`config.mk`:
```
export PLATFORM = sky130hd
export DESIGN_NAME = sd_spi_card_controller_top
export DESIGN_NICKNAME = d
export VERILOG_FILES = /design/src/rtl/sdspi_pkg.sv /design/src/rtl/sdspi_engine.sv /design/src/rtl/sd_spi_card_controller_top.sv
export SDC_FILE = /design/constraint.sdc
export NUM_CORES = 1
export LEC_CHECK = 0
export BUFFER_PORTS_ARGS = -buffer_cell sky130_fd_sc_hd__buf_4
export CORE_MARGIN = 2
export CORE_UTILIZATION = 33
export CTS_CLUSTER_SIZE = 25
export DETAILED_ROUTE_END_ITERATION = 16
export PLACE_DENSITY = 0.48
export SYNTH_ARGS = -nofsm -noshare
export SYNTH_HDL_FRONTEND = slang
export SYNTH_SLANG_ARGS = --single-unit
```
`constraint.sdc`:
```
create_clock -name clk -period 4.2 [get_ports clk]
set_input_delay 1.05 -clock clk [delete_from_list [all_inputs] [get_ports clk]]
set_output_delay 1.05 -clock clk [all_outputs]
set_load 0.02 [all_outputs]
```
`src/rtl/sdspi_pkg.sv`:
```
`default_nettype none
package sdspi_pkg;

	localparam int unsigned BLOCK_BYTES      = 512;
	localparam int unsigned IDLE_CLOCK_BYTES = 10;
	localparam int unsigned RESPONSE_TRIES   = 8;

	localparam logic [2:0] KIND_INIT  = 3'd0;
	localparam logic [2:0] KIND_READ  = 3'd1;
	localparam logic [2:0] KIND_WRITE = 3'd2;
	localparam logic [2:0] KIND_XFER  = 3'd3;
	localparam logic [2:0] KIND_TICK  = 3'd4;

	localparam logic [1:0] ST_OK   = 2'd0;
	localparam logic [1:0] ST_INIT = 2'd1;
	localparam logic [1:0] ST_IO   = 2'd2;

	localparam logic [0:0] REG_ACMD41 = 1'b0;
	localparam logic [0:0] REG_POLL   = 1'b1;

	localparam logic [5:0] CMD0  = 6'd0;
	localparam logic [5:0] CMD8  = 6'd8;
	localparam logic [5:0] CMD16 = 6'd16;
	localparam logic [5:0] CMD17 = 6'd17;
	localparam logic [5:0] CMD24 = 6'd24;
	localparam logic [5:0] CMD41 = 6'd41;
	localparam logic [5:0] CMD55 = 6'd55;
	localparam logic [5:0] CMD58 = 6'd58;

	typedef enum logic [17:0] {
		PH_IDLE     = 18'h00001,
		PH_CLOCKS   = 18'h00002,
		PH_WAITRDY  = 18'h00004,
		PH_CMDBYTES = 18'h00008,
		PH_RESP     = 18'h00010,
		PH_R7       = 18'h00020,
		PH_OCR      = 18'h00040,
		PH_TICK     = 18'h00080,
		PH_TRAIL    = 18'h00100,
		PH_TOKEN    = 18'h00200,
		PH_RDATA    = 18'h00400,
		PH_RCRC     = 18'h00800,
		PH_WGAP     = 18'h01000,
		PH_WTOKEN   = 18'h02000,
		PH_WDATA    = 18'h04000,
		PH_WCRC     = 18'h08000,
		PH_WRESP    = 18'h10000,
		PH_WBUSY    = 18'h20000
	} phase_t;

	typedef struct packed {
		logic [1:0] card_type;
		logic [1:0] status;
		logic       done_res;
		logic       wr_taken;
		logic       rd_last;
		logic [7:0] rd_byte;
		logic       rd_valid;
		logic       wait_tick;
		logic       fast_clock;
		logic       chip_select_active;
		logic [7:0] tx_byte;
		logic       send_valid;
	} result_t;

	typedef struct packed {
		logic [2:0]  kind;
		logic [31:0] block_address;
		logic [7:0]  rx_byte;
		logic [7:0]  wr_byte;
	} item_t;

endpackage
`default_nettype wire

```
`src/rtl/sdspi_engine.sv`:
```
`default_nettype none
// Protocol sequencer: one item in, one result out, combinational next state.
module sdspi_engine #(
	parameter int unsigned IDLE_CLOCK_BYTES = sdspi_pkg::IDLE_CLOCK_BYTES,
	parameter int unsigned RESPONSE_TRIES   = sdspi_pkg::RESPONSE_TRIES
) (
	input  wire                    clk,
	input  wire                    arst_n,
	input  wire                    step,
	input  sdspi_pkg::item_t       item,
	input  wire  [7:0]             acmd41_attempts,
	input  wire  [15:0]            busy_poll_limit,
	output sdspi_pkg::result_t     res
);
	localparam int unsigned BB = sdspi_pkg::BLOCK_BYTES;

	sdspi_pkg::phase_t phase_q, phase_d;
	logic [9:0]  byte_count_q, byte_count_d;
	logic [15:0] poll_count_q, poll_count_d;
	logic [7:0]  attempt_q, attempt_d;
	logic [1:0]  dtype_q, dtype_d;
	logic [47:0] frame_q, frame_d;
	logic [15:0] reply_q, reply_d;
	logic        v2_q, v2_d, fast_q, fast_d;

	logic [9:0]  bc_inc;
	logic [15:0] pc_inc;
	logic [7:0]  att_inc;
	logic [5:0]  fcmd;
	logic [31:0] caddr;
	logic [7:0]  rx;

	always_comb begin
		bc_inc  = byte_count_q + 10'd1;
		pc_inc  = poll_count_q + 16'd1;
		att_inc = attempt_q + 8'd1;
		fcmd    = frame_q[45:40];
		rx      = item.rx_byte;
		caddr   = (dtype_q == 2'd3) ? item.block_address
			: {item.block_address[22:0], 9'd0};
	end

	// state moves and result
	always_comb begin
		logic [5:0]  c;
		logic [31:0] a;
		logic [7:0]  k;
		logic        sc;
		phase_d = phase_q; byte_count_d = byte_count_q; poll_count_d = poll_count_q;
		attempt_d = attempt_q; dtype_d = dtype_q; frame_d = frame_q;
		reply_d = reply_q; v2_d = v2_q; fast_d = fast_q;
		res = '0;
		sc = 1'b0; c = '0; a = '0; k = '0;
		unique case (item.kind)
			sdspi_pkg::KIND_INIT: begin
				if (phase_q == sdspi_pkg::PH_IDLE) begin
					fast_d = 1'b0; phase_d = sdspi_pkg::PH_CLOCKS; byte_count_d = '0;
					res.send_valid = 1'b1; res.tx_byte = 8'hFF;
				end
			end
			sdspi_pkg::KIND_READ, sdspi_pkg::KIND_WRITE: begin
				if (phase_q == sdspi_pkg::PH_IDLE) begin
					sc = 1'b1;
					c = (item.kind == sdspi_pkg::KIND_READ) ? sdspi_pkg::CMD17
						: sdspi_pkg::CMD24;
					a = caddr; k = 8'hFF;
				end
			end
			sdspi_pkg::KIND_TICK: begin
				if (phase_q == sdspi_pkg::PH_TICK) begin
					sc = 1'b1; c = sdspi_pkg::CMD55; k = 8'h65;
				end
			end
			sdspi_pkg::KIND_XFER: begin
				unique case (phase_q)
					sdspi_pkg::PH_CLOCKS: begin
						byte_count_d = bc_inc;
						if (bc_inc < 10'(IDLE_CLOCK_BYTES)) begin
							res.send_valid = 1'b1; res.tx_byte = 8'hFF;
						end else begin
							sc = 1'b1; c = sdspi_pkg::CMD0; k = 8'h95;
						end
					end
					sdspi_pkg::PH_WAITRDY: begin
						poll_count_d = pc_inc;
						res.send_valid = 1'b1; res.chip_select_active = 1'b1;
						if (rx == 8'hFF || pc_inc == busy_poll_limit) begin
							phase_d = sdspi_pkg::PH_CMDBYTES; byte_count_d = '0;
							res.tx_byte = frame_q[47:40];
						end else res.tx_byte = 8'hFF;
					end
					sdspi_pkg::PH_CMDBYTES: begin
						byte_count_d = bc_inc;
						res.send_valid = 1'b1; res.chip_select_active = 1'b1;
						if (bc_inc < 10'd6) begin
							case (bc_inc[2:0])
								3'd1: res.tx_byte = frame_q[39:32];
								3'd2: res.tx_byte = frame_q[31:24];
								3'd3: res.tx_byte = frame_q[23:16];
								3'd4: res.tx_byte = frame_q[15:8];
								default: res.tx_byte = frame_q[7:0];
							endcase
						end else begin
							phase_d = sdspi_pkg::PH_RESP; poll_count_d = '0;
							res.tx_byte = 8'hFF;
						end
					end
					sdspi_pkg::PH_RESP: begin
						poll_count_d = pc_inc;
						res.send_valid = 1'b1; res.chip_select_active = 1'b1;
						res.tx_byte = 8'hFF;
						if (!rx[7] || pc_inc >= 16'(RESPONSE_TRIES)) begin
							reply_d = {reply_q[15:8], rx};
							res.chip_select_active = 1'b0;
							phase_d = sdspi_pkg::PH_TRAIL;
							case (fcmd)
								sdspi_pkg::CMD8: if (rx == 8'h01) begin
									phase_d = sdspi_pkg::PH_R7; byte_count_d = '0;
									res.chip_select_active = 1'b1;
								end
								sdspi_pkg::CMD58: begin
									phase_d = sdspi_pkg::PH_OCR; byte_count_d = '0;
									res.chip_select_active = 1'b1;
								end
								sdspi_pkg::CMD17: if (rx != 8'h00)
									reply_d = {6'd0, sdspi_pkg::ST_IO, 8'd0};
								else begin
									phase_d = sdspi_pkg::PH_TOKEN; poll_count_d = '0;
									res.chip_select_active = 1'b1;
								end
								sdspi_pkg::CMD24: if (rx != 8'h00)
									reply_d = {6'd0, sdspi_pkg::ST_IO, 8'd0};
								else begin
									phase_d = sdspi_pkg::PH_WGAP;
									res.chip_select_active = 1'b1;
								end
								default: ;
							endcase
						end
					end
					sdspi_pkg::PH_R7: begin
						res.send_valid = 1'b1; res.tx_byte = 8'hFF;
						if (byte_count_q >= 10'd3) begin
							reply_d = {7'd0, (reply_q[15:8] == 8'h01 && rx == 8'hAA),
								reply_q[7:0]};
							phase_d = sdspi_pkg::PH_TRAIL;
						end else begin
							if (byte_count_q == 10'd2) reply_d = {rx, reply_q[7:0]};
							byte_count_d = bc_inc; res.chip_select_active = 1'b1;
						end
					end
					sdspi_pkg::PH_OCR: begin
						res.send_valid = 1'b1; res.tx_byte = 8'hFF;
						if (byte_count_q == 10'd0) reply_d = {rx, reply_q[7:0]};
						if (byte_count_q >= 10'd3) phase_d = sdspi_pkg::PH_TRAIL;
						else begin
							byte_count_d = bc_inc; res.chip_select_active = 1'b1;
						end
					end
					sdspi_pkg::PH_TRAIL: begin
						res.done_res = 1'b1; phase_d = sdspi_pkg::PH_IDLE;
						case (fcmd)
							sdspi_pkg::CMD0: if (reply_q[7:0] == 8'h01) begin
								res.done_res = 1'b0; sc = 1'b1; c = sdspi_pkg::CMD8;
								a = 32'h000001AA; k = 8'h87;
							end else res.status = sdspi_pkg::ST_INIT;
							sdspi_pkg::CMD8: if (reply_q[7:0] == 8'h01
								&& reply_q[15:8] != 8'h01) res.status = sdspi_pkg::ST_INIT;
							else begin
								res.done_res = 1'b0; v2_d = (reply_q[7:0] == 8'h01);
								attempt_d = '0; phase_d = sdspi_pkg::PH_TICK;
							end
							sdspi_pkg::CMD55: begin
								res.done_res = 1'b0; sc = 1'b1; c = sdspi_pkg::CMD41;
								a = v2_q ? 32'h40000000 : 32'd0; k = 8'h77;
							end
							sdspi_pkg::CMD41: begin
								res.done_res = 1'b0;
								if (reply_q[7:0] == 8'h00) begin
									sc = 1'b1; k = 8'hFF;
									if (v2_q) c = sdspi_pkg::CMD58;
									else begin
										dtype_d = 2'd1; c = sdspi_pkg::CMD16; a = 32'(BB);
									end
								end else begin
									attempt_d = att_inc;
									if (att_inc == acmd41_attempts) begin
										res.done_res = 1'b1; res.status = sdspi_pkg::ST_INIT;
									end else phase_d = sdspi_pkg::PH_TICK;
								end
							end
							sdspi_pkg::CMD58: if (reply_q[7:0] != 8'h00)
								res.status = sdspi_pkg::ST_INIT;
							else begin
								res.done_res = 1'b0;
								dtype_d = reply_q[14] ? 2'd3 : 2'd2;
								sc = 1'b1; c = sdspi_pkg::CMD16; a = 32'(BB); k = 8'hFF;
							end
							sdspi_pkg::CMD16: if (reply_q[7:0] != 8'h00 && dtype_q != 2'd3)
								res.status = sdspi_pkg::ST_INIT;
							else fast_d = 1'b1;
							default: res.status = reply_q[9:8];
						endcase
					end
					sdspi_pkg::PH_TOKEN: begin
						poll_count_d = pc_inc; res.send_valid = 1'b1; res.tx_byte = 8'hFF;
						res.chip_select_active = 1'b1;
						if (rx == 8'hFE) begin
							phase_d = sdspi_pkg::PH_RDATA; byte_count_d = '0;
						end else if (pc_inc == busy_poll_limit) begin
							reply_d = {6'd0, sdspi_pkg::ST_IO, 8'd0};
							phase_d = sdspi_pkg::PH_TRAIL; res.chip_select_active = 1'b0;
						end
					end
					sdspi_pkg::PH_RDATA: begin
						res.rd_valid = 1'b1; res.rd_byte = rx;
						res.rd_last = (byte_count_q == 10'(BB - 1));
						byte_count_d = bc_inc;
						if (res.rd_last) begin
							phase_d = sdspi_pkg::PH_RCRC; byte_count_d = '0;
						end
						res.send_valid = 1'b1; res.tx_byte = 8'hFF; res.chip_select_active = 1'b1;
					end
					sdspi_pkg::PH_RCRC: begin
						byte_count_d = bc_inc; res.send_valid = 1'b1; res.tx_byte = 8'hFF;
						if (bc_inc >= 10'd2) begin
							reply_d = {6'd0, sdspi_pkg::ST_OK, 8'd0};
							phase_d = sdspi_pkg::PH_TRAIL;
						end else res.chip_select_active = 1'b1;
					end
					sdspi_pkg::PH_WGAP: begin
						phase_d = sdspi_pkg::PH_WTOKEN; res.send_valid = 1'b1;
						res.tx_byte = 8'hFE; res.chip_select_active = 1'b1;
					end
					sdspi_pkg::PH_WTOKEN: begin
						phase_d = sdspi_pkg::PH_WDATA; byte_count_d = '0; res.wr_taken = 1'b1;
						res.send_valid = 1'b1; res.tx_byte = item.wr_byte;
						res.chip_select_active = 1'b1;
					end
					sdspi_pkg::PH_WDATA: begin
						byte_count_d = bc_inc; res.send_valid = 1'b1;
						res.chip_select_active = 1'b1;
						if (bc_inc < 10'(BB)) begin
							res.wr_taken = 1'b1; res.tx_byte = item.wr_byte;
						end else begin
							phase_d = sdspi_pkg::PH_WCRC; byte_count_d = '0;
							res.tx_byte = 8'hFF;
						end
					end
					sdspi_pkg::PH_WCRC: begin
						byte_count_d = bc_inc;
						if (bc_inc >= 10'd2) phase_d = sdspi_pkg::PH_WRESP;
						res.send_valid = 1'b1; res.tx_byte = 8'hFF; res.chip_select_active = 1'b1;
					end
					sdspi_pkg::PH_WRESP: begin
						res.send_valid = 1'b1; res.tx_byte = 8'hFF;
						if (rx[4:0] != 5'h05) begin
							reply_d = {6'd0, sdspi_pkg::ST_IO, 8'd0};
							phase_d = sdspi_pkg::PH_TRAIL;
						end else begin
							phase_d = sdspi_pkg::PH_WBUSY; poll_count_d = '0;
							res.chip_select_active = 1'b1;
						end
					end
					sdspi_pkg::PH_WBUSY: begin
						poll_count_d = pc_inc; res.send_valid = 1'b1; res.tx_byte = 8'hFF;
						if (rx != 8'h00) begin
							reply_d = {6'd0, sdspi_pkg::ST_OK, 8'd0};
							phase_d = sdspi_pkg::PH_TRAIL;
						end else if (pc_inc == busy_poll_limit) begin
							reply_d = {6'd0, sdspi_pkg::ST_IO, 8'd0};
							phase_d = sdspi_pkg::PH_TRAIL;
						end else res.chip_select_active = 1'b1;
					end
					default: ;
				endcase
			end
			default: ;
		endcase
		if (sc) begin
			frame_d = {2'b01, c, a, k[7:1], 1'b1};
			phase_d = sdspi_pkg::PH_WAITRDY; poll_count_d = '0;
			res.send_valid = 1'b1; res.tx_byte = 8'hFF; res.chip_select_active = 1'b1;
		end
		res.fast_clock = fast_d;
		res.wait_tick  = (phase_d == sdspi_pkg::PH_TICK);
		res.card_type  = dtype_d;
	end

	always_ff @(posedge clk or negedge arst_n) begin
		if (!arst_n) begin
			phase_q <= sdspi_pkg::PH_IDLE; byte_count_q <= '0; poll_count_q <= '0;
			attempt_q <= '0; dtype_q <= '0; frame_q <= '0; reply_q <= '0;
			v2_q <= 1'b0; fast_q <= 1'b0;
		end else if (step) begin
			phase_q <= phase_d; byte_count_q <= byte_count_d; poll_count_q <= poll_count_d;
			attempt_q <= attempt_d; dtype_q <= dtype_d; frame_q <= frame_d;
			reply_q <= reply_d; v2_q <= v2_d; fast_q <= fast_d;
		end
	end

	a_onehot: assert property (@(posedge clk) disable iff (!arst_n) $onehot(phase_q))
		else $error("phase not one-hot");
	a_cs: assert property (@(posedge clk) disable iff (!arst_n)
		res.chip_select_active |-> res.send_valid) else $error("cs without send");
	a_rd: assert property (@(posedge clk) disable iff (!arst_n)
		res.rd_last |-> res.rd_valid) else $error("rd_last without rd_valid");
	a_fast: assert property (@(posedge clk) disable iff (!arst_n)
		(step && phase_q == sdspi_pkg::PH_RDATA) |=> phase_q != sdspi_pkg::PH_TICK)
		else $error("read jumped to tick wait");
endmodule
`default_nettype wire

```
`src/rtl/sd_spi_card_controller_top.sv`:
```
`default_nettype none
// SPI-mode SD card host engine.
// s_axis: one word per event: an init/read/write start, a finished SPI byte
//   exchange (with the received byte and the next write byte), or a 10 ms tick.
// m_axis: one result word per input word: the next byte to shift (send_valid,
//   tx_byte, chip select), clock select, tick wait, read data, write-byte
//   consumption, done with status, and the detected card type.
// Config: cfg_we/cfg_index/cfg_data; index 0 acmd41_attempts, 1 busy_poll_limit.
//   Write only while idle.
// A result word appears in the cycle after its input word is taken.
// Throughput: one word per cycle unless m_axis stalls; the engine's next-state logic
//   sits between the input handshake and a single output register.
// Stall: when m_axis_tready is low with a word held, the output register holds and
//   s_axis_tready follows it, so the input is held off; no word is dropped.
// Reset: engine idle, slow clock, unknown card, registers at 200 / 65535.
module sd_spi_card_controller_top #(
	parameter int unsigned IDLE_CLOCK_BYTES = sdspi_pkg::IDLE_CLOCK_BYTES,
	parameter int unsigned RESPONSE_TRIES   = sdspi_pkg::RESPONSE_TRIES
) (
	input  wire         clk,
	input  wire         arst_n,
	input  wire         s_axis_tvalid,
	output logic        s_axis_tready,
	// [2:0] kind, [34:3] block_address, [42:35] rx_byte, [50:43] wr_byte, pad
	input  wire  [55:0] s_axis_tdata,
	output logic        m_axis_tvalid,
	input  wire         m_axis_tready,
	// [0] send_valid,[8:1] tx_byte,[9] chip_select_active,[10] fast_clock,
	// [11] wait_tick,[12] rd_valid,[20:13] rd_byte,[21] wr_taken,[22] done_res,
	// [24:23] status,[26:25] card_type, pad
	output logic [31:0] m_axis_tdata,
	output logic        m_axis_tlast,
	input  wire         cfg_we,
	input  wire  [0:0]  cfg_index,
	input  wire  [15:0] cfg_data
);
	logic [7:0]  acmd41_q;
	logic [15:0] poll_limit_q;
	sdspi_pkg::item_t   item;
	sdspi_pkg::result_t res;
	logic step;

	assign s_axis_tready = !m_axis_tvalid || m_axis_tready;
	assign step = s_axis_tvalid && s_axis_tready;
	assign item.kind = s_axis_tdata[2:0];
	assign item.block_address = s_axis_tdata[34:3];
	assign item.rx_byte = s_axis_tdata[42:35];
	assign item.wr_byte = s_axis_tdata[50:43];

	always_ff @(posedge clk or negedge arst_n) begin
		if (!arst_n) begin
			acmd41_q <= 8'd200; poll_limit_q <= 16'hFFFF;
		end else if (cfg_we) begin
			unique case (cfg_index)
				sdspi_pkg::REG_ACMD41: acmd41_q <= cfg_data[7:0];
				sdspi_pkg::REG_POLL:   poll_limit_q <= cfg_data;
				default: ;
			endcase
		end
	end

	sdspi_engine #(
		.IDLE_CLOCK_BYTES(IDLE_CLOCK_BYTES),
		.RESPONSE_TRIES(RESPONSE_TRIES)
	) u_engine (
		.clk(clk), .arst_n(arst_n), .step(step), .item(item),
		.acmd41_attempts(acmd41_q), .busy_poll_limit(poll_limit_q), .res(res)
	);

	always_ff @(posedge clk or negedge arst_n) begin
		if (!arst_n) m_axis_tvalid <= 1'b0;
		else if (s_axis_tready) m_axis_tvalid <= s_axis_tvalid;
	end

	always_ff @(posedge clk) begin
		if (step) begin
			m_axis_tdata <= {5'd0, res.card_type, res.status, res.done_res, res.wr_taken,
				res.rd_byte, res.rd_valid, res.wait_tick, res.fast_clock,
				res.chip_select_active, res.tx_byte, res.send_valid};
			m_axis_tlast <= res.rd_last;
		end
	end
endmodule
`default_nettype wire

```
==> impl_metrics.ini, run 1 <==
[sta]
tightestPinTransition_ns = 1.09
final-hold-violation-count = 0
max_slew_margin_pct = 27.4
clock-skew-final_ns = 0.0131
timing.final.setup_violations = 0
grt_setup_unrepaired = no
tns_ns = 0
layout_worst_path_cycle_share_pct = 92.3
period_minus_slack_ns = 3.88
report.final.slew_viol_count = 0
max_freq_ghz = 0.258

[place]
gp_congestion = 0.922
placed_area_mm2 = 0.0129
place_hpwl_um = 29600
port_buffers = 102

[route]
antenna_violating_nets_post_route = 0
detailroute.via_count = 10700
initialDrtViolationCount = 913
viasPerCell = 5.76
post-route-drc-count = 0
route.final.wire_length_um = 39500
firstDrtPassIters = 5
routedWlPerCell_um = 21.2

[yosys]
gate_count_of_the_mapped_netlist = 1281
synth_seq_cells = 170
post_synth_instance_area_mm2 = 0.0112
synth.yosys.warnings = 0
async_reset_ff_share_pct = 83.5
synth_top_area_share_pct = 27.2
synth_area_leader_cell = sky130_fd_sc_hd__dfrtp_1
post_synth_num_cell_types = 95
syn_area_per_cell_um2 = 8.76
synth-main-ff-cell = sky130_fd_sc_hd__dfrtp_1
synth_seq_area_share_pct = 39.4
count_of_flip_flops_with_a_built_in_enable_after_synthesis = 28
synth_top_cells_by_area = sky130_fd_sc_hd__dfrtp_1 27%, sky130_fd_sc_hd__edfxtp_1 7.5%, sky130_fd_sc_hd__dfstp_2 4.7%

[power_and_ir_drop]
power_per_cell_area_mw_per_mm2 = 351
cellLeakagePower_nw = 5.95
seq_power_share_pct = 39.8
total_power_w = 0.00471
p_sw_w = 0.00156
comb_power_share_pct = 27.6
ir_worst_vdd_mv = 0.308
int_power_w = 0.00314
pwr-share-clk_pct = 32.6
p_sw_share_pct = 33.2

[clock_tree]
htreeDepth = 4
cts-buffers-inserted = 17
clock_latency_ns = 0.45
cts-root-buf = sky130_fd_sc_hd__clkbuf_16
cts_tree = yes
clock_sinks = 170
clockBufferDepth = 2
cts_hold_buffers = 0
path_clk_slew_ns = 0.06

[finish]
n_antenna_cell = 0
drive_above_1_share_pct = 22.7
fill_cells = 3483
multiInputGateArea_mm2 = 0.00638
fin_nets = 1490
utilization_pct = 40.0
area_growth_pct = 19.6
register_cell_area_after_layout_mm2 = 0.00442
design_area_mm2 = 0.0134

[global_routing]
routing_usage_on_met3_pct = 3.18
grt.overflow.total = 0
globalRouteMet1Util_pct = 32.1
grt_usage_pct = 22.3
antenna_found_initial = 0
use_met2_pct = 34.1
number_of_global_route_vias_before_repair = 10300
globalRoute.busiestLayer = met2
grt_max_degree = 68
grt_first_pass_wirelength_um = 60800

[critical_path]
slowest_cell_on_the_critical_path = sky130_fd_sc_hd__dfrtp_1
crit_required_ns = 4.46
critical_path_peak_fanout = 10
cp-start-kind = register
worst_path_largest_cell_delay_ns = 0.58
timing.setup.critical_path_class = register to register
worstSetupEndpointType = register
crit_chain = nand4_1 -> or3_1 -> a211oi_1 -> a2bb2o_1 -> or4_4 -> a21boi_0 -> or4_4 -> a32oi_1 -> nand4_1 -> nor4_2
critical_path_arrival_ns = 4.14

[floorplanning]
core-area_mm2 = 0.0335
initial_utilization_pct = 33.4
die_w_um = 188
die_area_mm2 = 0.0355
io_pins = 113
fp-row-count = 67
die-height_um = 188

[outcome]
outcome = complete, no violations

[job]
drv.max_cap_violation_count = 0

[hold_path]
hold_class = register to register
==> power by group through the flow <==
| stage | clock [W] | sequential [W] | combinational [W] |
|---|---|---|---|
| detailed placement | 0 | 0.00191 | 0.00127 |
| global placement | 0 | 0.00191 | 0.00127 |
| finish | 0.00154 | 0.00187 | 0.00130 |
| global route | 0.00163 | 0.00189 | 0.00140 |
| floorplan | 0 | 0.00189 | 0.000759 |
| CTS | 0.00157 | 0.00187 | 0.00127 |
==> Yosys cell counts (6+ instances only) <==
cell / n
sky130_fd_sc_hd__dfrtp_1: 122
sky130_fd_sc_hd__nand2_1: 110
sky130_fd_sc_hd__nor2_1: 107
sky130_fd_sc_hd__o21ai_0: 90
sky130_fd_sc_hd__a21oi_1: 62
sky130_fd_sc_hd__clkbuf_1: 61
sky130_fd_sc_hd__nor3_1: 58
sky130_fd_sc_hd__nand3_1: 47
sky130_fd_sc_hd__a21o_1: 30
sky130_fd_sc_hd__nand4_1: 29
sky130_fd_sc_hd__and3_1: 28
sky130_fd_sc_hd__edfxtp_1: 28
sky130_fd_sc_hd__mux2_2: 27
sky130_fd_sc_hd__o31ai_1: 26
sky130_fd_sc_hd__mux2i_1: 23
sky130_fd_sc_hd__nor4_1: 23
sky130_fd_sc_hd__a31oi_1: 20
sky130_fd_sc_hd__dfstp_2: 20
sky130_fd_sc_hd__xnor2_1: 20
sky130_fd_sc_hd__buf_2: 19
sky130_fd_sc_hd__inv_1: 19
sky130_fd_sc_hd__nand2b_1: 19
sky130_fd_sc_hd__or3_1: 18
sky130_fd_sc_hd__xor2_1: 18
sky130_fd_sc_hd__a22o_1: 17
sky130_fd_sc_hd__a22oi_1: 15
sky130_fd_sc_hd__or2_2: 15
sky130_fd_sc_hd__or4_1: 15
sky130_fd_sc_hd__and2_1: 11
sky130_fd_sc_hd__nor2b_1: 11
sky130_fd_sc_hd__ha_1: 8
sky130_fd_sc_hd__nor3b_1: 8
sky130_fd_sc_hd__o22ai_1: 8
sky130_fd_sc_hd__a211oi_1: 7
sky130_fd_sc_hd__o21a_1: 7
sky130_fd_sc_hd__and4_1: 6
sky130_fd_sc_hd__buf_4: 6
==> path summary, 6_finish.rpt <==
check,from,end,slack [ns],cells past startpoint
worst max-delay path,u_engine.poll_count_q[10]$_DFFE_PN0P_,m_axis_tdata[11]$_DFFE_PP_,0.32,10
worst min-delay path,u_engine.frame_q[30]$_DFFE_PN0P_,u_engine.frame_q[30]$_DFFE_PN0P_,0.48,1
worst max register to register,u_engine.poll_count_q[10]$_DFFE_PN0P_,m_axis_tdata[11]$_DFFE_PP_,0.32,10
worst min register to register,u_engine.frame_q[30]$_DFFE_PN0P_,u_engine.frame_q[30]$_DFFE_PN0P_,0.48,1
max in group asynchronous,arst_n,poll_limit_q[6]$_DFFE_PN1P_,2.73,2
min in group asynchronous,arst_n,acmd41_q[1]$_DFFE_PN0P_,0.60,1
==> layout by cell type, fill, tap and decap left out, types with 6 or more instances in the layout <==
cell	n
sky130_fd_sc_hd__nand2b_1	19
sky130_fd_sc_hd__nor3_1	58
sky130_fd_sc_hd__a211oi_1	7
sky130_fd_sc_hd__nand3_1	47
sky130_fd_sc_hd__dfstp_2	20
sky130_fd_sc_hd__buf_4	188
sky130_fd_sc_hd__o31ai_1	26
sky130_fd_sc_hd__xnor2_1	20
sky130_fd_sc_hd__nor2b_1	11
sky130_fd_sc_hd__nor4_2	6
sky130_fd_sc_hd__o21ai_0	90
sky130_fd_sc_hd__nor2_1	107
sky130_fd_sc_hd__or3_1	18
sky130_fd_sc_hd__o22ai_1	7
sky130_fd_sc_hd__xor2_1	18
sky130_fd_sc_hd__nor4_1	22
sky130_fd_sc_hd__and4_1	6
sky130_fd_sc_hd__a31oi_1	19
sky130_fd_sc_hd__clkinv_2	6
sky130_fd_sc_hd__mux2_2	27
sky130_fd_sc_hd__a22o_1	17
sky130_fd_sc_hd__inv_1	18
sky130_fd_sc_hd__edfxtp_1	28
sky130_fd_sc_hd__a21oi_1	61
sky130_fd_sc_hd__and3_1	28
sky130_fd_sc_hd__o21a_1	7
sky130_fd_sc_hd__clkbuf_16	17
sky130_fd_sc_hd__nor3b_1	8
sky130_fd_sc_hd__nand2_1	109
sky130_fd_sc_hd__and2_1	11
sky130_fd_sc_hd__or2_2	15
sky130_fd_sc_hd__or4_1	14
sky130_fd_sc_hd__a21o_1	30
sky130_fd_sc_hd__mux2i_1	23
sky130_fd_sc_hd__dfrtp_1	122
sky130_fd_sc_hd__ha_1	8
sky130_fd_sc_hd__a22oi_1	14
sky130_fd_sc_hd__nand4_1	29
==> area by class of cell <==
class	instances	share of cell area (%)
sequential	170	32.9
inverter	19	0.532
clock inverter	9	0.541
clock buffer	23	3.49
multi-input combinational	1006	47.6
timing repair buffer	190	10.8
tap	448	4.18
==> metrics by stage <==
| step | worst slack (ns) | instances | hold slack, ns |
|---|---|---|---|
| floorplan | 0.478 | 1285 | 0.439 |
| global placement | 0.135 | 1833 | 0.455 |
| detailed placement | 0.0680 | 1833 | 0.466 |
| CTS | 0.168 | 1865 | 0.481 |
| global route | 0.0132 | 1865 | 0.491 |
| finish | 0.322 | 1865 | 0.476 |
==> metal layers <==
| metal | routed length [um] | part of all wire, % |
|---|---|---|
| met5 | 0 | 0 |
| met4 | 1060 | 2.7 |
| met3 | 2140 | 5.4 |
| met2 | 17400 | 44 |
| met1 | 18900 | 48 |
==> registers in the layout, summed over array words and instances (netlist names) <==
signal                 cells
u_engine.v2_q              1
poll_limit_q              16
u_engine.fast_q            1
u_engine.byte_count_q     10
m_axis_tlast               1
u_engine.frame_q          45
acmd41_q                   8
m_axis_tvalid              1
m_axis_tdata              27
u_engine.attempt_q         8
u_engine.reply_q          16
u_engine.dtype_q           2
u_engine.poll_count_q     16
u_engine.phase_q          18
==> worst max-delay path: cells and delay by family, from the launching register on <==
kind | cells | cell delay [ns]
compound gates | 4 | 1.02
simple gates | 6 | 2.10
flops | 1 | 0.58
==> what timing repair did <==
| item | 4_1_cts | 5_1_grt |
|---|---|---|
| setup endpoints to repair | 0 | 1 |
| buffers inserted | 0 | 0 |
| gates resized for setup | 0 | 5 |
| endpoints found under the hold margin | 0 | 0 |
==> cell families after synthesis <==
group	synth area share [%]
other	0.0334
multiplexers	4.76
flip-flops	39.4
XOR/XNOR	3.17
AND/OR/NAND/NOR	26.5
AO/OA/AOI/OAI	21.1
adder cells (fa/ha/maj)	0.892
buffers and inverters	4.19
(Power assumes the default switching activity.)
==> inputs of run 2 (changes only) <==
--- a/config.mk
+++ b/config.mk
@@ -11,6 +11,7 @@
 export CTS_CLUSTER_SIZE = 25
 export DETAILED_ROUTE_END_ITERATION = 16
 export PLACE_DENSITY = 0.48
+export RECOVER_POWER = 100
 export SYNTH_ARGS = -nofsm -noshare
 export SYNTH_HDL_FRONTEND = slang
 export SYNTH_SLANG_ARGS = --single-unit
==> impl_metrics.ini, run 2 (same netlist as run 1, synthesis figures left out) <==
[critical_path]
critical_path_arrival_ns = 4.19
worst_path_largest_cell_delay_ns = 0.62
slowest_cell_on_the_critical_path = sky130_fd_sc_hd__nor4b_1
cp-start-kind = register
crit-reg2reg-capture = m_axis_tdata[11]$_DFFE_PP_
worstSetupEndpointType = register
rrSetupSlack_ns = 0.28
crit_required_ns = 4.46
timing.setup.critical_path_class = register to register
crit-reg2reg-launch = u_engine.phase_q[11]$_DFFE_PN0P_
r2r_cells = 11
crit_chain = clkbuf_1 -> nor4b_1 -> nand2_1 -> or3_1 -> buf_4 -> a31oi_1 -> nand2_2 -> a211o_1 -> a21oi_1 -> or4b_1 -> nor4_2
critical_path_peak_fanout = 9

[job]
drv.max_cap_violation_count = 3

[global_routing]
grt.overflow.total = 0
grt_first_pass_wirelength_um = 60800
grt_usage_pct = 22.3
grt_max_degree = 68
antenna_found_initial = 0
number_of_global_route_vias_before_repair = 10300

[hold_path]
worst_hold_path.endpoint = u_engine.frame_q[30]$_DFFE_PN0P_
hold_class = register to register
min_delay_path_depth = 1
timing.hold.worst.start = u_engine.frame_q[30]$_DFFE_PN0P_

[power_and_ir_drop]
cellLeakagePower_nw = 5.78
comb_power_share_pct = 27.3
p_sw_w = 0.00156
p_sw_share_pct = 33.3
int_power_w = 0.00313
ir_worst_vdd_mv = 0.308
seq_power_share_pct = 40.0
pwr-share-clk_pct = 32.7
power_per_cell_area_mw_per_mm2 = 355

[route]
routedWlPerCell_um = 21.3
detailroute.via_count = 10700
antenna_violating_nets_post_route = 0
firstDrtPassIters = 5
post-route-drc-count = 0
initialDrtViolationCount = 925
route.final.wire_length_um = 39700
viasPerCell = 5.75

[clock_tree]
clock_latency_ns = 0.45
cts-buffers-inserted = 17
cts-root-buf = sky130_fd_sc_hd__clkbuf_16
path_clk_slew_ns = 0.07
cts_tree = yes
clock_sinks = 170
postCtsSetupBuffers = 0
clockBufferDepth = 2
htreeDepth = 4

[finish]
register_cell_area_after_layout_mm2 = 0.00442
fin_nets = 1490
most_flops_register = u_engine.frame_q
utilization_pct = 39.4
n_antenna_cell = 0
drive_above_1_share_pct = 19.4
most_common_cell_after_layout_fill_and_taps_aside = sky130_fd_sc_hd__buf_4
layout_top_registers = u_engine.frame_q x45, m_axis_tdata x27, u_engine.phase_q x18
fill_cells = 3536
area_growth_pct = 17.7
layout.cells.most_common_list = 143 x sky130_fd_sc_hd__buf_4, 122 x sky130_fd_sc_hd__dfrtp_1, 110 x sky130_fd_sc_hd__nand2_1
multiInputGateArea_mm2 = 0.00634
largest_register_ffs = 45

[sta]
timing.final.setup_violations = 0
tightestPinTransition_ns = 1.78
clock-skew-final_ns = 0.0117
report.final.slew_viol_count = 82
fin_ws_ns = 0.279
final-hold-violation-count = 0
fin_hold_ws_ns = 0.476
period_minus_slack_ns = 3.92
max_slew_margin_pct = -18.5
grt_setup_unrepaired = no
layout_worst_path_cycle_share_pct = 93.4
max_freq_ghz = 0.255
tns_ns = 0

[floorplanning]
die_w_um = 188
die-height_um = 188
die_area_mm2 = 0.0355
io_pins = 113
initial_utilization_pct = 33.4
fp-row-count = 67
core-area_mm2 = 0.0335

[place]
port_buffers = 102
place_ws_ns = 0.0680
place_hpwl_um = 29600
gp_congestion = 0.922

[outcome]
failed_checks = capacitance limit, slew limit
outcome = complete, but fails checks
-- run 2: worst max-delay path by stage --
| stage | start | end | slack [ns] | cells past startpoint |
|---|---|---|---|---|
| 4_1_cts | u_engine.poll_count_q[10]$_DFFE_PN0P_ | m_axis_tdata[11]$_DFFE_PP_ | 0.17 | 10 |
| 2_1_floorplan | s_axis_tdata[2] | m_axis_tdata[11]$_DFFE_PP_ | 0.48 | 11 |
| 3_3_place_gp | s_axis_tdata[37] | m_axis_tdata[11]$_DFFE_PP_ | 0.13 | 11 |
| 5_1_grt | u_engine.poll_count_q[0]$_DFFE_PN0P_ | u_engine.byte_count_q[7]$_DFFE_PN0P_ | 0.04 | 13 |
| 3_5_place_dp | s_axis_tdata[37] | m_axis_tdata[11]$_DFFE_PP_ | 0.07 | 11 |
| 6_report | u_engine.phase_q[11]$_DFFE_PN0P_ | m_axis_tdata[11]$_DFFE_PP_ | 0.28 | 11 |
-- run 2: repair_timing --
action                     in CTS  in global routing
setup endpoints to repair       0                  1
hold buffers                    0                  0
hold endpoints to repair        0                  0
resized for setup               0                  5
-- run 2: routing by layer --
layer	GRT usage [%]	share of wire (%)
met5	0	0
met4	7.57	2.3
met3	3.18	5.5
met2	34.1	44
met1	32.1	48
-- run 2: cell type report --
class	count	area share (%)
Clock inverter	9	0.550
Sequential cell	170	33.5
Timing Repair Buffer	190	9.58
Clock buffer	23	3.55
Inverter	19	0.540
Tap cell	448	4.25
Multi-Input combinational cell	1006	48.1
-- run 2: worst max-delay path, delay by kind of cell, from the launching register on --
family	cells	cell delay, ns
AND/OR/NAND/NOR	6	2.17
AO/OA/AOI/OAI	3	0.67
buffers and inverters	2	0.50
flip-flops	1	0.39
-- run 2: per-stage QoR --
stage | power (W) | cell area [um2] | instances
CTS | 0.00472 | 13400 | 1865
floorplan | 0.00265 | 11200 | 1285
global placement | 0.00318 | 12900 | 1833
global route | 0.00489 | 13200 | 1865
finish | 0.00469 | 13200 | 1865
detailed placement | 0.00317 | 12900 | 1833
-- run 2: power by group through the flow --
stage / Clock, W / Sequential [W] / Combinational [W]
4_1_cts: 0.00157 / 0.00187 / 0.00127
6_report: 0.00153 / 0.00188 / 0.00128
3_3_place_gp: 0 / 0.00191 / 0.00127
3_5_place_dp: 0 / 0.00191 / 0.00127
2_1_floorplan: 0 / 0.00189 / 0.000759
5_1_grt: 0.00163 / 0.00189 / 0.00137
==> inputs of run 3 (changes only) <==
--- a/config.mk
+++ b/config.mk
@@ -5,12 +5,13 @@
 export SDC_FILE = /design/constraint.sdc
 export NUM_CORES = 1
 export LEC_CHECK = 0
+export ABC_CLOCK_PERIOD_IN_PS = 4200
 export BUFFER_PORTS_ARGS = -buffer_cell sky130_fd_sc_hd__buf_4
 export CORE_MARGIN = 2
-export CORE_UTILIZATION = 33
+export CORE_UTILIZATION = 35
 export CTS_CLUSTER_SIZE = 25
 export DETAILED_ROUTE_END_ITERATION = 16
-export PLACE_DENSITY = 0.48
+export PLACE_DENSITY = 0.5
 export RECOVER_POWER = 100
 export SYNTH_ARGS = -nofsm -noshare
 export SYNTH_HDL_FRONTEND = slang
==> impl_metrics.ini, run 3 (same netlist as run 1, synthesis figures left out) <==
[finish]
most_common_cell_after_layout_fill_and_taps_aside = sky130_fd_sc_hd__buf_4
fill_cells = 3228
design_area_mm2 = 0.0133
area_growth_pct = 18.4
fin_nets = 1501
most_flops_register = u_engine.frame_q
largest_register_ffs = 45
n_antenna_cell = 0
drive_above_1_share_pct = 19.3
layout_top_registers = u_engine.frame_q x45, m_axis_tdata x27, u_engine.phase_q x18
layout.cells.most_common_list = 147 x sky130_fd_sc_hd__buf_4, 122 x sky130_fd_sc_hd__dfrtp_1, 110 x sky130_fd_sc_hd__nand2_1

[clock_tree]
clock_latency_ns = 0.45
clockBufferDepth = 2
htreeDepth = 4
postCtsSetupBuffers = 0
cts-buffers-inserted = 17
cts_tree = yes
path_clk_slew_ns = 0.07
cts-root-buf = sky130_fd_sc_hd__clkbuf_16
cts_hold_buffers = 0
clock_sinks = 170

[floorplanning]
die_area_mm2 = 0.0335
die_w_um = 183
die-height_um = 183
fp-row-count = 65
io_pins = 113
initial_utilization_pct = 35.5
core-area_mm2 = 0.0316

[critical_path]
timing.critical_path.to = u_engine.byte_count_q[9]$_DFFE_PN0P_
cp-start-kind = register
worstSetupEndpointType = register
slowest_cell_on_the_critical_path = sky130_fd_sc_hd__or4_1
worst_path_largest_cell_delay_ns = 0.75
crit_required_ns = 4.59
timing.setup.critical_path_class = register to register
rrSetupSlack_ns = 0.19
crit-reg2reg-launch = u_engine.phase_q[9]$_DFFE_PN0P_
crit-reg2reg-capture = u_engine.byte_count_q[9]$_DFFE_PN0P_
critical_path_peak_fanout = 9
r2r_cells = 11
crit_chain = or4_1 -> or4_1 -> nor3_1 -> a21o_1 -> nor4_1 -> nand4_1 -> o2111a_1 -> o21ai_1 -> buf_4 -> a2111oi_0 -> a21o_1
worst_setup_path_startpoint = u_engine.phase_q[9]$_DFFE_PN0P_
critical_path_arrival_ns = 4.39

[sta]
clock-skew-final_ns = 0.0156
report.final.slew_viol_count = 93
fin_ws_ns = 0.194
tightestPinTransition_ns = 1.78
final-hold-violation-count = 0
layout_worst_path_cycle_share_pct = 95.4
grt_setup_unrepaired = no
max_freq_ghz = 0.250
max_slew_margin_pct = -18.9
tns_ns = 0
timing.final.setup_violations = 0
period_minus_slack_ns = 4.01

[power_and_ir_drop]
power_per_cell_area_mw_per_mm2 = 360
ir_worst_vdd_mv = 0.234
cellLeakagePower_nw = 5.81

[route]
firstDrtPassIters = 5
viasPerCell = 5.86
antenna_violating_nets_post_route = 0
post-route-drc-count = 0
detailroute.via_count = 10700
top_layer_used = met4
route.final.wire_length_um = 38900
detail_route.wirelength.met1_um = 18300
routedWlPerCell_um = 21.2
initialDrtViolationCount = 890
route.met3.wl_um = 2230
met2_wirelength_um = 17500

[place]
place_ws_ns = 0.0759
place_hpwl_um = 29600
port_buffers = 102
placed_area_mm2 = 0.0129
gp_congestion = 0.928

[outcome]
failed_checks = capacitance limit, slew limit
outcome = complete, but fails checks

[global_routing]
grt_usage_pct = 23.7
grt_first_pass_wirelength_um = 61000
antenna_found_initial = 0
grt.overflow.total = 0
number_of_global_route_vias_before_repair = 10300
grt_max_degree = 65

[hold_path]
hold_class = register to register

[job]
drv.max_cap_violation_count = 2
-- run 3: critical path: cells and delay by family, from the launching register on --
kind / cells / cell delay (ns)
flops: 1 / 0.47
compound gates: 5 / 1.33
simple gates: 5 / 2.00
buf+inv: 1 / 0.15
-- run 3: worst min-delay path by stage --
stage               slack [ns]                               end  cells after the start                             start
finish                    0.48   u_engine.frame_q[2]$_DFFE_PN0P_                      1   u_engine.frame_q[2]$_DFFE_PN0P_
global route              0.49  u_engine.frame_q[19]$_DFFE_PN0P_                      1  u_engine.frame_q[19]$_DFFE_PN0P_
CTS                       0.48   u_engine.frame_q[2]$_DFFE_PN0P_                      1   u_engine.frame_q[2]$_DFFE_PN0P_
detailed placement        0.45   u_engine.frame_q[2]$_DFFE_PN0P_                      1   u_engine.frame_q[2]$_DFFE_PN0P_
global placement          0.45   u_engine.frame_q[2]$_DFFE_PN0P_                      1   u_engine.frame_q[2]$_DFFE_PN0P_
floorplan                 0.44   u_engine.frame_q[2]$_DFFE_PN0P_                      1   u_engine.frame_q[2]$_DFFE_PN0P_
-- run 3: layer usage --
| layer | global-route usage, % | vias up |
|---|---|---|
| li1 | - | 5066 |
| met1 | 34.6 | 5241 |
| met2 | 36.1 | 353 |
| met3 | 3.46 | 56 |
| met4 | 7.23 | 0 |
| met5 | 0 | - |
-- run 3: area by class of cell --
class,instances,area (um2),area share (%)
flip-flops and latches,170,4420,33.3
clock inverters,15,176,1.33
well taps,402,503,3.79
multi-input cells,1006,6340,47.8
clock buffers,17,425,3.20
inverters,19,71.3,0.537
repair buffers,201,1340,10.1
-- run 3: repair_timing --
action	in CTS	in global routing
setup endpoints to repair	0	2
endpoints found under the hold margin	0	0
gates resized for setup	0	7
-- run 3: where the power goes --
| group | leakage (nW) | internal [W] | switching, W |
|---|---|---|---|
| Combinational | 3.37 | 0.000490 | 0.000763 |
| Sequential | 2.15 | 0.00179 | 0.0000926 |
| Clock | 0.286 | 0.000936 | 0.000712 |
-- run 3: metrics by stage --
stage	hold WS, ns	power (W)	util (%)	instances
after floorplan	0.439	0.00265	-	1285
after global placement	0.452	0.00318	40.8	1798
after detailed placement	0.454	0.00317	40.8	1798
after CTS	0.476	0.00484	42.7	1830
after global routing	0.494	0.00501	42.1	1830
final	0.478	0.00478	42.1	1830
